### src/hdl/tapm_pkg.sv
// ----------------------------------------------------------------------------
// tapm_pkg: shared types and constants of the triangle affine point map
// Holds the register map, the vertex register bundle and the side-band
// flags that travel with a point through the pipeline.
// ----------------------------------------------------------------------------
package tapm_pkg;

  localparam int unsigned COORD_BITS_DEF = 16;
  localparam int unsigned PORT_BITS      = 16;
  localparam int unsigned CFG_IDX_W      = 3;
  localparam int unsigned CFG_DATA_W     = 32;

  typedef enum logic [CFG_IDX_W-1:0] {
    REG_SRC_A = 3'd0,
    REG_SRC_B = 3'd1,
    REG_SRC_C = 3'd2,
    REG_DST_A = 3'd3,
    REG_DST_B = 3'd4,
    REG_DST_C = 3'd5
  } tapm_reg_t;

  // Packed vertices: x in bits 31:16, y in bits 15:0.
  typedef struct packed {
    logic [CFG_DATA_W-1:0] src_a;
    logic [CFG_DATA_W-1:0] src_b;
    logic [CFG_DATA_W-1:0] src_c;
    logic [CFG_DATA_W-1:0] dst_a;
    logic [CFG_DATA_W-1:0] dst_b;
    logic [CFG_DATA_W-1:0] dst_c;
  } tapm_cfg_t;

  // Flags that follow a point: quotient signs per lane, zero determinant.
  typedef struct packed {
    logic neg_x;
    logic neg_y;
    logic degen;
  } tapm_side_t;

endpackage

### src/hdl/tapm_div_cell.sv
// ----------------------------------------------------------------------------
// tapm_div_cell: one restoring division step for both lanes
// Tries the shifted divisor against the partial remainder, appends the
// quotient bit and hands everything to the next cell.
// ----------------------------------------------------------------------------
module tapm_div_cell #(
  parameter int unsigned CW = 16,
  parameter int unsigned K  = 0
) (
  input  logic                  clk,
  input  logic                  en,
  input  logic [3*CW+4:0]       rem_x_i,
  input  logic [3*CW+4:0]       rem_y_i,
  input  logic [CW+2:0]         q_x_i,
  input  logic [CW+2:0]         q_y_i,
  input  logic [2*CW+2:0]       den_i,
  input  tapm_pkg::tapm_side_t  side_i,
  output logic [3*CW+4:0]       rem_x_o,
  output logic [3*CW+4:0]       rem_y_o,
  output logic [CW+2:0]         q_x_o,
  output logic [CW+2:0]         q_y_o,
  output logic [2*CW+2:0]       den_o,
  output tapm_pkg::tapm_side_t  side_o
);
  import tapm_pkg::*;

  localparam int unsigned SW = 3 * CW + 5;
  localparam int unsigned QW = CW + 3;

  logic [SW-1:0] den_sh;
  logic          fit_x, fit_y;
  logic [SW-1:0] rem_x_r, rem_y_r;
  logic [QW-1:0] q_x_r, q_y_r;
  logic [2*CW+2:0] den_r;
  tapm_side_t    side_r;

  assign den_sh = SW'(den_i) << K;
  assign fit_x  = (rem_x_i >= den_sh);
  assign fit_y  = (rem_y_i >= den_sh);

  always_ff @(posedge clk) begin
    if (en) begin
      rem_x_r <= fit_x ? (rem_x_i - den_sh) : rem_x_i;
      rem_y_r <= fit_y ? (rem_y_i - den_sh) : rem_y_i;
      q_x_r   <= {q_x_i[QW-2:0], fit_x};
      q_y_r   <= {q_y_i[QW-2:0], fit_y};
      den_r   <= den_i;
      side_r  <= side_i;
    end
  end

  assign rem_x_o = rem_x_r;
  assign rem_y_o = rem_y_r;
  assign q_x_o   = q_x_r;
  assign q_y_o   = q_y_r;
  assign den_o   = den_r;
  assign side_o  = side_r;

endmodule

### config.mk
export PLATFORM = sky130hd
export DESIGN_NAME = tapm_div_cell
export DESIGN_NICKNAME = d
export VERILOG_FILES = /design/src/hdl/tapm_pkg.sv /design/src/hdl/tapm_div_cell.sv
export SDC_FILE = /design/constraint.sdc
export NUM_CORES = 1
export LEC_CHECK = 0
export BUFFER_PORTS_ARGS = -buffer_cell sky130_fd_sc_hd__buf_2
export CORE_MARGIN = 5
export CORE_UTILIZATION = 56
export CTS_CLUSTER_DIAMETER = 50
export DETAILED_ROUTE_END_ITERATION = 7
export GPL_TIMING_DRIVEN = 0
export PLACE_DENSITY = 0.92
export REMOVE_ABC_BUFFERS = 1
export SYNTH_ARGS = -nofsm -noshare
export SYNTH_HDL_FRONTEND = slang
export SYNTH_SLANG_ARGS = --single-unit
### constraint.sdc
create_clock -name clk -period 5 [get_ports clk]
set_clock_uncertainty 0.2 [all_clocks]
set_input_delay 1 -clock clk [delete_from_list [all_inputs] [get_ports clk]]
set_output_delay 1 -clock clk [all_outputs]
set_load 0.01 [all_outputs]
# Yosys cells after proc, flatten, opt, wreduce, memory -nomap -nowiden
# Index checks and enable logic that the tools add are counted.
[word_totals]
ff_bits = 182
output_inout_bits = 182
[op_classes]
add_sub_neg = 2
order_cmp = 2
muxes = 2
[ops]
columns = ["operator", "n"]
rows = [
  ["greater-or-equal comparator 53 x 35 -> 1 bit", 2],
  ["two-way mux 53 bit", 2],
  ["subtractor 53 x 35 -> 53 bit", 2],
]

# Longest topological paths before layout
[depth]
ltp_word = 2
mapped_depth = 13

# Worst setup path before layout
# OpenSTA, ideal clock, no wires.
[synth_path]
path_kind = "input to register"
start = "input den_i[16]"
end = "register rem_y_r[47] (netlist: rem_y_o[47]), data pin"
arrival_time_ns = 3.226
path_slack_ns = 1.316
stages = 12
cell_sequence = "inv_1 -> ha_1 -> buf_4 -> a21oi_1 -> o21ai_0 -> nor2b_1 -> or4_1 -> o21ai_1 -> o21ai_1 -> a32oi_2 -> nand4b_1 -> xnor2_1"
[synth_between]
elab_chain_cells = 2
elab_cells_between_ends = 3
classes_between = "1 x add/sub; 1 x order compare; 1 x mux"
[synth_lines]
columns = ["item", "line_no", "rtl"]
rows = [
  ["start: declaration", "tapm_div_cell.sv:16", "input logic [2*CW+2:0] den_i,"],
  ["subtractor 53 x 35 -> 53 bit / greater-or-equal comparator 53 x 35 -> 1 bit (equally long branches)", "tapm_div_cell.sv:44, tapm_div_cell.sv:39", ""],
  ["two-way mux 53 bit (*)", "tapm_div_cell.sv:44", "rem_y_r <= fit_y ? (rem_y_i - den_sh) : rem_y_i;"],
  ["end signal: assignment", "tapm_div_cell.sv:44", ""],
  ["end: declaration", "tapm_div_cell.sv:32", "logic [SW-1:0] rem_x_r, rem_y_r;"],
]
# Mark *: on every way between the ends. The rest lies on a longest branch, timed or not.
# A chain may end at the register's enable or synchronous reset.

# Worst setup path after layout
[layout_path]
start = "input den_i[4]"
end = "register rem_x_r[38] (netlist: rem_x_o[38]), data pin"
[layout_between]
elab_chain_cells = 2
elab_cells_between_ends = 3
classes_between = "1 x add/sub; 1 x order compare; 1 x mux"
[layout_lines]
columns = ["item", "line_no", "rtl"]
rows = [
  ["subtractor 53 x 35 -> 53 bit / greater-or-equal comparator 53 x 35 -> 1 bit (equally long branches)", "tapm_div_cell.sv:43, tapm_div_cell.sv:38", ""],
  ["two-way mux 53 bit (*)", "tapm_div_cell.sv:43", "rem_x_r <= fit_x ? (rem_x_i - den_sh) : rem_x_i;"],
  ["end signal: assignment", "tapm_div_cell.sv:43", ""],
  ["end: declaration", "tapm_div_cell.sv:32", ""],
]
# Marks and branches as above.

==> impl_metrics.env <==
export IMPL_h_tree_depth=4
export IMPL_wl_per_cell_um=19.7
export IMPL_cts_sinks=182
export IMPL_vias_per_cell=5.95
export IMPL_cts_resized=0
export IMPL_drcViolationCount=0
export IMPL_num_vias=10407
export IMPL_finalSetupTns_ps=0
export IMPL_cp_cell_sequence="buf_2, inv_1, ha_1, nand3_1, nor4_1, nand4_1, o211ai_2, nor2_4, nand2_2, nand2b_1, nor3_1, xor2_1"
export IMPL_area_delta_synth_final_pct=22.3
export IMPL_seq_area_frac_synth=0.476
export IMPL_firstDrtPassIters=6
export IMPL_clk_pin_slew_ps=70
export IMPL_hp_class="in2reg"
export IMPL_cts_tree="built"
export IMPL_ir_drop_v=0.000234
export IMPL_synth_async_reset_ratio=0
export IMPL_drt_iter0_drc=1177
export IMPL_gr_usage_all_layers=0.281
export IMPL_ant_nets=0
export IMPL_cts_made_buffers=17
export IMPL_cp_required_ps=4980
export IMPL_dieHeight_um=153
export IMPL_yosysWarnings=0
export IMPL_slowest_stage="nand2_2"
export IMPL_core_area_um2=20200
export IMPL_drive_above_1_share=0.295
export IMPL_arrival_ps=4540
export IMPL_hold_viol_final=0
export IMPL_holdBufCountCts=0
export IMPL_post_cts_setup_buffer_count=0
export IMPL_period_minus_slack_ps=4560
export IMPL_grt_overflow=0
export IMPL_path_delay_family="simple AND/OR/NAND/NOR gates"
export IMPL_nets=1716
export IMPL_rows=52
export IMPL_gp_congestion=0.935
export IMPL_start_util=0.568
export IMPL_crit_path_end_kind="flop"
export IMPL_power_w=0.00441
export IMPL_rsz0062_at_grt="false"
export IMPL_worst_setup_path_type="in2reg"
export IMPL_power_density_nw_per_um2=314
export IMPL_die_x_um=153
export IMPL_crit_start="den_i[4]"
export IMPL_syn_inst=1126
export IMPL_setup_worst_path_end="rem_x_o[38]"
export IMPL_startpoint_type="primary input"
export IMPL_root_buffer="clkbuf_16"
export IMPL_synth_ff_type="edfxtp_1"
export IMPL_wl_met3_um=2860
export IMPL_synth_edf_count=182
export IMPL_worstPathMaxFanout=68
export IMPL_setup_viol=0
export IMPL_cts_buffer_depth=2
export IMPL_met2_length_um=16500
export IMPL_ioPinCount=366
export IMPL_crit_cells=12
export IMPL_tightest_slew_ps=1350
export IMPL_drv_slew=0
export IMPL_antenna_found_initial=8
export IMPL_outcome="completed"
export IMPL_syn_area_per_cell_um2=10.2
export IMPL_syn_area_um2=11500
export IMPL_fmax_ghz=0.219
export IMPL_wirelength_um=34500
export IMPL_numPortBuffers=363
export IMPL_synth_cell_type_count=70
export IMPL_grt_start_max_net_pins=99
export IMPL_grt_pass1_vias=9975
export IMPL_crit_buf_inv=2
export IMPL_p_leak_nw=6.02
export IMPL_critPathMaxStageDelay_ps=990
export IMPL_grt_pass1_wl_um=52700
export IMPL_die_area_um2=23500
export IMPL_slew_headroom=0.0974
export IMPL_top_layer="met5"
export IMPL_ys_ff_latch=182
export IMPL_period_share=0.913
export IMPL_drt_met1_wl_um=13700
export IMPL_cap_viol_max_count=0
export IMPL_dp_hpwl_um=26800
## cell usage in the layout, fill, tap and decap left out, drive strengths merged, types with 4 or more instances in the layout
cell,n
or4,5
buf,365
nand4b,4
a31oi,9
o31ai,4
nand3,24
clkbuf,18
a21o,24
nor2b,11
and3,8
nor3,26
xor2,34
nor2,106
and2,5
nor4,14
o21a,11
o31a,4
nand4,28
nand2b,13
o211ai,16
or2,5
ha,70
or3,10
inv,63
a31o,4
o21ai,55
o21bai,11
a21boi,4
a211oi,7
clkinvlp,6
mux2,10
diode,7
xnor2,61
a21oi,151
nand2,72
edfxtp,182
## state kept, by name (all words and copies together), names as in the netlist
| signal | flops |
|---|---|
| rem_x_o | 53 |
| side_o | 3 |
| q_x_o | 19 |
| den_o | 35 |
| q_y_o | 19 |
| rem_y_o | 53 |
## logic make-up (layout without fill, tap and decap cells)
kind of cell | Yosys count | after routing | share of synthesized area
XOR/XNOR | 95 | 95 | 0.0724
AO/OA/AOI/OAI | 319 | 319 | 0.170
adder cells (fa/ha/maj) | 72 | 72 | 0.0797
multiplexers | 10 | 10 | 0.0111
AND/OR/NAND/NOR | 341 | 341 | 0.151
buffers and inverters | 107 | 454 | 0.0399
other | 0 | 7 | 0
flip-flops | 182 | 182 | 0.476
## final cells by class
cell class | count | area, um^2
Antenna cell | 7 | 17.5
Clock buffer | 18 | 429
Clock inverter | 14 | 141
Fill cell | 1502 | 6180
Inverter | 57 | 214
Multi-Input combinational cell | 837 | 5570
Sequential cell | 182 | 5470
Tap cell | 270 | 338
Timing Repair Buffer | 365 | 1870
## power by group
part,internal [W],total [W],switching [W],leakage (nW)
combinational,0.000463,0.00114,0.000675,3.98
clock,0.000700,0.00133,0.000632,0.261
sequential,0.00190,0.00194,0.0000420,1.78
total,0.00306,0.00441,0.00135,6.02
## Yosys cell counts (3+ instances only)
library cell    n  share of area
a211oi_1        7         0.0046
a21boi_0        4         0.0026
a21o_1         24          0.016
a21oi_1       146          0.064
a21oi_2         4         0.0030
a221oi_1        3         0.0023
a31o_2          4         0.0030
a31oi_1         9         0.0049
and2_1          4         0.0022
and3_1          8         0.0044
and4_1          3         0.0023
buf_2           6         0.0026
buf_6           6         0.0059
clkbuf_1       36          0.012
edfxtp_1      182           0.48
ha_1           70          0.076
inv_1          57          0.019
mux2_2          6         0.0059
mux2_4          4         0.0052
nand2_1        71          0.023
nand2b_1       13         0.0071
nand3_1        24          0.010
nand3b_1        3         0.0020
nand4_1        28          0.015
nand4b_1        4         0.0030
nor2_1        105          0.034
nor2b_1        11         0.0060
nor3_1         26          0.011
nor4_1         11         0.0060
o211ai_1       14         0.0091
o21a_1         11         0.0072
o21ai_0        50          0.022
o21ai_1         5         0.0022
o21bai_1       11         0.0072
o31a_1          4         0.0030
o31ai_1         4         0.0026
or2_2           4         0.0022
or3_1           9         0.0049
or4_1           3         0.0020
xnor2_1        61          0.046
xor2_1         34          0.026
## metal layers
| metal | vias to the layer above | GRT usage |
|---|---|---|
| li1 | 4861 | - |
| met1 | 4861 | 0.360 |
| met2 | 587 | 0.460 |
| met3 | 96 | 0.0517 |
| met4 | 2 | 0.137 |
| met5 | - | 0 |
## how the worst min path moves through the flow
stage,cells past startpoint,slack (ps),start,to
after global routing,1,510,q_y_i[17],q_y_o[18]
after floorplan,0,900,den_i[0],den_o[0]
after global placement,1,980,q_x_i[12],q_x_o[13]
after detailed placement,1,980,q_x_i[17],q_x_o[18]
final,1,530,side_i[1],side_o[1]
after CTS,1,520,q_y_i[6],q_y_o[7]
## per-stage QoR
stage	std cells	hold slack [ps]	setup WS [ps]	utilization	instance area [um^2]
final	1750	527	436	0.694	14100
after global routing	1750	515	263	0.694	14100
after CTS	1743	521	551	0.694	14000
after detailed placement	1711	978	102	0.665	13500
after global placement	1709	976	-969	0.662	13400
after floorplan	1076	899	290	-	11200
Power figures use the tool's default switching activity.
