**config.mk**
```make
export PLATFORM = sky130hd
export DESIGN_NAME = tapm_finish
export DESIGN_NICKNAME = d
export VERILOG_FILES = /design/src/hdl/tapm_pkg.sv /design/src/hdl/tapm_finish.sv
export SDC_FILE = /design/constraint.sdc
export NUM_CORES = 1
export LEC_CHECK = 0
export ABC_AREA = 1
export ABC_CLOCK_PERIOD_IN_PS = 4100
export BUFFER_PORTS_ARGS = -buffer_cell sky130_fd_sc_hd__buf_2
export CAP_MARGIN = 20
export CELL_PAD_IN_SITES_DETAIL_PLACEMENT = 0
export CELL_PAD_IN_SITES_GLOBAL_PLACEMENT = 1
export CORE_ASPECT_RATIO = 1.4
export CORE_MARGIN = 2
export CORE_UTILIZATION = 34
export DETAILED_ROUTE_END_ITERATION = 8
export GPL_ROUTABILITY_DRIVEN = 1
export PLACE_DENSITY_LB_ADDON = 0.1
export SLEW_MARGIN = 20
export SYNTH_ARGS = -nofsm -noshare
export SYNTH_HDL_FRONTEND = slang
export SYNTH_SLANG_ARGS = --single-unit
```
**constraint.sdc**
```tcl
create_clock -name clk -period 4.1 [get_ports clk]
set_input_delay 0.615 -clock clk [delete_from_list [all_inputs] [get_ports clk]]
set_output_delay 0.615 -clock clk [all_outputs]
set_load 0.02 [all_outputs]
```
**src/hdl/tapm_pkg.sv**
```systemverilog
// ----------------------------------------------------------------------------
// tapm_pkg: shared types and constants of the triangle affine point map
// Holds the register map, the vertex register bundle and the side-band
// flags that travel with a point through the pipeline.
// ----------------------------------------------------------------------------
package tapm_pkg;

  localparam int unsigned COORD_BITS_DEF = 16;
  localparam int unsigned PORT_BITS      = 16;
  localparam int unsigned CFG_IDX_W      = 3;
  localparam int unsigned CFG_DATA_W     = 32;

  typedef enum logic [CFG_IDX_W-1:0] {
    REG_SRC_A = 3'd0,
    REG_SRC_B = 3'd1,
    REG_SRC_C = 3'd2,
    REG_DST_A = 3'd3,
    REG_DST_B = 3'd4,
    REG_DST_C = 3'd5
  } tapm_reg_t;

  // Packed vertices: x in bits 31:16, y in bits 15:0.
  typedef struct packed {
    logic [CFG_DATA_W-1:0] src_a;
    logic [CFG_DATA_W-1:0] src_b;
    logic [CFG_DATA_W-1:0] src_c;
    logic [CFG_DATA_W-1:0] dst_a;
    logic [CFG_DATA_W-1:0] dst_b;
    logic [CFG_DATA_W-1:0] dst_c;
  } tapm_cfg_t;

  // Flags that follow a point: quotient signs per lane, zero determinant.
  typedef struct packed {
    logic neg_x;
    logic neg_y;
    logic degen;
  } tapm_side_t;

endpackage

```
**src/hdl/tapm_finish.sv**
```systemverilog
// ----------------------------------------------------------------------------
// tapm_finish: floor correction, rounding and saturation
// Two stages: signed quotient plus destination vertex C with rounding
// decisions, then the rounding increment and clamp into the output register.
// ----------------------------------------------------------------------------
module tapm_finish #(
  parameter int unsigned CW = 16
) (
  input  logic                  clk,
  input  logic [1:0]            en,
  input  tapm_pkg::tapm_cfg_t   cfg,
  input  logic [3*CW+4:0]       rem_x,
  input  logic [3*CW+4:0]       rem_y,
  input  logic [CW+2:0]         q_x,
  input  logic [CW+2:0]         q_y,
  input  logic [2*CW+2:0]       den,
  input  tapm_pkg::tapm_side_t  side,
  output logic [CW-1:0]         mapped_x,
  output logic [CW-1:0]         mapped_y,
  output logic                  degenerate,
  output logic                  clipped
);
  import tapm_pkg::*;

  localparam int unsigned NW = 2 * CW + 3;
  localparam int unsigned QB = CW + 2;
  localparam int unsigned QW = QB + 1;
  localparam int unsigned BW = QB + 2;
  localparam logic signed [BW-1:0] CMAX = BW'((64'sd1 <<< (CW - 1)) - 64'sd1);
  localparam logic signed [BW-1:0] CMIN = -CMAX - BW'(1);

  logic [3*CW+4:0]       rem_l [2];
  logic [QW-1:0]         q_l   [2];
  logic                  neg_l [2];
  logic signed [CW-1:0]  c_l   [2];

  assign rem_l[0] = rem_x;
  assign rem_l[1] = rem_y;
  assign q_l[0]   = q_x;
  assign q_l[1]   = q_y;
  assign neg_l[0] = side.neg_x;
  assign neg_l[1] = side.neg_y;
  assign c_l[0]   = cfg.dst_c[16 +: CW];
  assign c_l[1]   = cfg.dst_c[0  +: CW];

  logic signed [BW-1:0] base0_nxt [2];
  logic                 gt_nxt    [2];
  logic                 eq_nxt    [2];

  always_comb begin
    logic [NW-1:0]        r0;
    logic [NW:0]          tw, dn;
    logic signed [QW-1:0] qs;
    for (int l = 0; l < 2; l++) begin
      r0 = rem_l[l][NW-1:0];
      tw = {r0, 1'b0};
      dn = {1'b0, den};
      if (neg_l[l]) begin
        if (r0 != '0) begin
          // Floor of a negative quotient with remainder den - r0.
          qs        = signed'(~{1'b0, q_l[l][QB-1:0]});
          gt_nxt[l] = (tw < dn);
          eq_nxt[l] = (tw == dn);
        end else begin
          qs        = -signed'({1'b0, q_l[l][QB-1:0]});
          gt_nxt[l] = 1'b0;
          eq_nxt[l] = 1'b0;
        end
      end else begin
        qs        = signed'({1'b0, q_l[l][QB-1:0]});
        gt_nxt[l] = (tw > dn);
        eq_nxt[l] = (tw == dn);
      end
      base0_nxt[l] = BW'(c_l[l]) + BW'(qs);
    end
  end

  logic signed [BW-1:0] base0_r [2];
  logic                 gt_r    [2];
  logic                 eq_r    [2];
  logic                 ovf_r   [2];
  logic                 neg_r   [2];
  logic                 degen_r;

  always_ff @(posedge clk) begin
    if (en[0]) begin
      for (int l = 0; l < 2; l++) begin
        base0_r[l] <= base0_nxt[l];
        gt_r[l]    <= gt_nxt[l];
        eq_r[l]    <= eq_nxt[l];
        ovf_r[l]   <= q_l[l][QB];
        neg_r[l]   <= neg_l[l];
      end
      degen_r <= side.degen;
    end
  end

  logic [CW-1:0] out_nxt  [2];
  logic          clip_nxt [2];

  always_comb begin
    logic signed [BW-1:0] base;
    for (int l = 0; l < 2; l++) begin
      base = base0_r[l] + BW'(gt_r[l] || (eq_r[l] && !base0_r[l][BW-1]));
      if (ovf_r[l]) begin
        out_nxt[l]  = neg_r[l] ? CMIN[CW-1:0] : CMAX[CW-1:0];
        clip_nxt[l] = 1'b1;
      end else if (base > CMAX) begin
        out_nxt[l]  = CMAX[CW-1:0];
        clip_nxt[l] = 1'b1;
      end else if (base < CMIN) begin
        out_nxt[l]  = CMIN[CW-1:0];
        clip_nxt[l] = 1'b1;
      end else begin
        out_nxt[l]  = base[CW-1:0];
        clip_nxt[l] = 1'b0;
      end
    end
  end

  logic [CW-1:0] mx_r, my_r;
  logic          deg_r, clip_r;

  always_ff @(posedge clk) begin
    if (en[1]) begin
      mx_r   <= degen_r ? '0 : out_nxt[0];
      my_r   <= degen_r ? '0 : out_nxt[1];
      deg_r  <= degen_r;
      clip_r <= !degen_r && (clip_nxt[0] || clip_nxt[1]);
    end
  end

  assign mapped_x   = mx_r;
  assign mapped_y   = my_r;
  assign degenerate = deg_r;
  assign clipped    = clip_r;

endmodule
```
== Yosys cells after proc, flatten, opt, wreduce, memory -nomap -nowiden ==
Memory sizes are Yosys's and may differ from the RTL's.
Index checks and enable logic that the tools add are counted.
Operators by class
  add/sub/neg operators: 6
  multiply operators: 0
  divide/modulo/power cells: 0
  magnitude comparators: 8
  eq/ne operators: 2
  shifts and indexed selects: 0
  mux-type cells: 28
  bitwise logic cells: 2
  reduce and logical (&&, ||, !) cells: 11
Operators by type and width (number)
  $mux 16: 8
  $mux 19: 4
  $eq 36x35->1: 2
  $gt 36x35->1: 2
  $lt 36x35->1: 2
  $reduce_bool 35->1: 2
  $add 16x19->20: 2
  $add 20x1->20: 2
  $gt 20x16->1 const B: 2
  $lt 20x16->1 const B: 2
  $neg 18->19: 2
  $not 18->19: 2
  $mux 1: 16
  $logic_and 1x1->1: 3
  $logic_not 1->1: 3
  $logic_or 1x1->1: 3
Word-level totals
  register bits after elaboration: 35
  bits in latches: 0
  memory bits (writable): 48
  memory bits (read-only): 0
  bits of input ports: 377
  output and inout bits: 34
  word-level logic and storage cells: 67
  memories: 5
Memories
  base0_r: depth 2, width 20, read ports 2, clocked after memory_dff 0, write ports 2, RTL line tapm_finish.sv:78  | logic signed [BW-1:0] base0_r [2];
  eq_r: depth 2, width 1, read ports 2, clocked after memory_dff 0, write ports 2, RTL line tapm_finish.sv:80  | logic eq_r [2];
  gt_r: depth 2, width 1, read ports 2, clocked after memory_dff 0, write ports 2, RTL line tapm_finish.sv:79  | logic gt_r [2];
  neg_r: depth 2, width 1, read ports 2, clocked after memory_dff 0, write ports 2, RTL line tapm_finish.sv:82  | logic neg_r [2];
  ovf_r: depth 2, width 1, read ports 2, clocked after memory_dff 0, write ports 2, RTL line tapm_finish.sv:81  | logic ovf_r [2];

== Longest topological paths before layout ==
  depth in word-level cells: 10
  depth in mapped cells: 19
  depth with buffers taken out: 19

== Worst setup path before layout ==
OpenSTA, ideal clock, no wires.
  path type: input to register
  from: input rem_y[16]
  to: memory base0_r[0][31] (netlist bit), data pin
  setup time: 0.259 ns
  data arrival time: 3.031 ns
  data required time: 3.841 ns
  slack: 0.810 ns
  stages: 14
  path buffers: 1
  cells stage by stage: or2_2 -> nor3_1 -> nand3_1 -> nor2_4 -> buf_6 -> a21oi_1 -> xor2_1 -> ha_1 -> nand2_1 -> o21ai_0 -> a21oi_1 -> o21ai_0 -> a21oi_1 -> xnor2_1
RTL lines
  start, declared: RTL line tapm_finish.sv:13  | input logic [3*CW+4:0] rem_y,
  end, declared: RTL line tapm_finish.sv:78

==> impl_metrics.csv <==
group,metric,value,unit
outcome,status,"finished clean",
pwr,leakagePower,0.00525,uW
global_routing,grt_pass1_wl,41.4,mm
floorplan,fp.dieW,142,um
timing,hold_viol_final,0,
clocking,cts_resized,0,
floorplan,die_height,197,um
synthesis,synth.avg_cell_area,7.51,um^2
pwr,irDropWorstVdd,0.230,mV
pwr,cellPowerDensity,299,mW/mm^2
timing,setup_viol,0,
floorplan,core,0.0261,mm^2
global_routing,grt_pass1_vias,8616,
clocking,cts_hold_buf,0,
timing,post-route-min-period,3.53,ns
route,dr.pass1.iters,4,
place,dpl.hpwl,23.1,mm
route,ant_nets,0,
clocking,cts_made_buffers,9,
timing,fin_tns_setup,0,ns
clocking,clk_path_buf_depth,2,
timing,worst_slew_pin_slew,0.698,ns
run,cap_violations,0,
synthesis,synth_mux_area_frac,0,
floorplan,io_pins,411,
clocking,clk_pin_slew_worst_paths,0.06,ns
synthesis,netlist_area,0.00903,mm^2
route,wirelength,25.7,mm
synthesis,synth_compound_area_frac,0.138,
cells_and_area,final_common_cell,"nand2_1",
min_path,hold_path.class,"input port to register",
clocking,cts_sinks,83,
setup_path,path_class,"input port to register",
cells_and_area,final_cell_count_no_fill,1765,
setup_path,critPathLaunchType,"input port",
cells_and_area,areaGrowthSynthToFinish,20.5,%
timing,finalMaxSlewViolations,0,
route,via_count,8437,
setup_path,cp.required,4.18,ns
timing,maxSlewHeadroom,0.531,
timing,fin_ws,0.574,ns
route,drc_errors,0,
synthesis,synth_top_family_by_area,"simple AND/OR/NAND/NOR gates",
clocking,htreeDepth,3,
cells_and_area,nets,1923,
floorplan,rows,70,
route,via_per_inst,4.78,
place,dp_cells,1745,
synthesis,synth-simple-area-share,0.270,
floorplan,dieArea,0.0279,mm^2
synthesis,yosysSeqAreaShare,0.276,
cells_and_area,layout_common_cells,"nand2_1 (239), buf_2 (214), inv_1 (152)",
synthesis,synthCells,1203,
synthesis,ys_async_sr_fraction,0,
route,routedWlPerCell,14.6,um
place,dp_worst_setup_slack,0.173,ns
global_routing,grt_max_degree,50,
synthesis,synthAdderAreaFrac,0.160,
floorplan,start_util,0.346,
setup_path,arrival,3.60,ns
cells_and_area,drive_gt1_frac,0.215,
timing,fin_crit_sh,0.860,
global_routing,antenna_found_initial,11,
timing,rsz0062_at_grt,"no",
timing,clock.fmax,0.284,GHz
synthesis,synth.distinct_cells,49,
synthesis,ys_seq_elements,83,
timing,fin_skew,0.00567,ns
cells_and_area,utilization,0.417,
synthesis,ys.flop_type,"edfxtp_1",
clocking,postCtsSetupRepairBufs,0,
setup_path,endpoint_kind,"register",
setup_path,cp_max_fo,15,
clocking,cts_tree,"done",
place,gp_congestion,0.835,
synthesis,synth_xor_area_frac,0.0804,
clocking,cts-root-buf,"clkbuf_16",
route,drt-initial-drc-count,216,
global_routing,grt_use_total,0.186,
synthesis,yosysWarnings,0,
place,io_buffers,214,
clocking,clock_latency,0.33,ns
synthesis,synth_edf_count,83,
synthesis,synthesis.nets,1694,
global_routing,grt_overflow,0,
==> final timing paths <==
check,cells past startpoint,slack [ns],startpoint,endpoint
max,17,0.57,rem_x[24],base0_r[0][16]$_DFFE_PP_
min,1,0.47,q_x[18],ovf_r[0][0]$_DFFE_PP_
max reg2reg,13,1.53,base0_r[0][19]$_DFFE_PP_,mapped_x[2]$_SDFFCE_PP0P_
min reg2reg,0,0.58,degen_r$_DFFE_PP_,degenerate$_DFFE_PP_
==> worst max-delay path, stage by stage <==
cell and delay (ns):
buf_2 0.11, nor4_1 0.40, nand3_1 0.20, nor2_1 0.21, buf_12 0.17, inv_1 0.05
nand2_1 0.11, xor2_1 0.17, ha_1 0.25, inv_1 0.09, fa_1 0.39, nor3_1 0.25
nor2_1 0.10, o21bai_1 0.24, nand3_1 0.10, nand2_1 0.09, xor2_1 0.06
==> power by group <==
part	total [uW]	switching, uW	leakage (uW)	internal, uW
combinational	1230	741	0.00427	491
clock	815	291	0.000154	525
sequential	1210	97.9	0.000826	1110
total	3260	1130	0.00525	2130
==> layout make-up <==
| type | instances | area, um^2 |
|---|---|---|
| repair buffers | 230 | 1220 |
| inverters | 159 | 597 |
| fillers | 2824 | 15200 |
| diodes | 4 | 10.0 |
| well taps | 324 | 405 |
| clock buffers | 9 | 225 |
| flip-flops and latches | 83 | 2490 |
| clock inverters | 7 | 82.6 |
| multi-input cells | 949 | 5850 |
==> synthesized netlist by cell type, types with 9 or more instances <==
cell type    n  area (um^2)
a21o_1      10         75.1
a21oi_1    103          515
inv_1      152          571
xnor2_1     22          193
nand2_1    239          897
nand3_1     64          320
nor3_1      28          140
nor4_1      10         62.6
ha_1       112         1400
a21oi_2     11         96.3
nand4_1     26          163
o21ai_0     56          280
edfxtp_1    83         2490
nor2_1     116          435
nand2_2      9         56.3
or2_2       12         75.1
xor2_1      59          517
==> cell families after synthesis <==
group                      after synthesis
and+or+nand+nor                        536
AOI/OAI and AO/OA                      217
buffers and inverters                  171
adders and majority gates              114
DFF                                     83
xor gates and xnor gates                82
==> metrics by stage <==
step | total power [uW] | hold slack (ns) | instance area [um^2]
after floorplan | 2070 | 0.520 | 9030
after global placement | 2460 | 0.573 | 10600
after detailed placement | 2470 | 0.595 | 10600
after CTS | 3290 | 0.452 | 10900
after global routing | 3520 | 0.446 | 10900
final | 3260 | 0.467 | 10900
==> flip-flops by register name, indices dropped and copies added (netlist names), 2 cells and up <==
signal / flops
ovf_r: 2
eq_r: 2
neg_r: 2
base0_r: 40
gt_r: 2
mapped_x: 16
mapped_y: 16
==> routing by layer <==
| layer | wire [um] | up-vias | part of all wire | global-route usage |
|---|---|---|---|---|
| met2 | 12900 | 227 | 0.50 | 0.350 |
| met1 | 10400 | 3611 | 0.40 | 0.202 |
| met4 | 618 | 14 | 0.024 | 0.0537 |
| met5 | 86 | - | 0.0033 | 0 |
| met3 | 1730 | 42 | 0.067 | 0.0525 |
| li1 | - | 4543 | - | - |
Power figures use the tool's default switching activity.
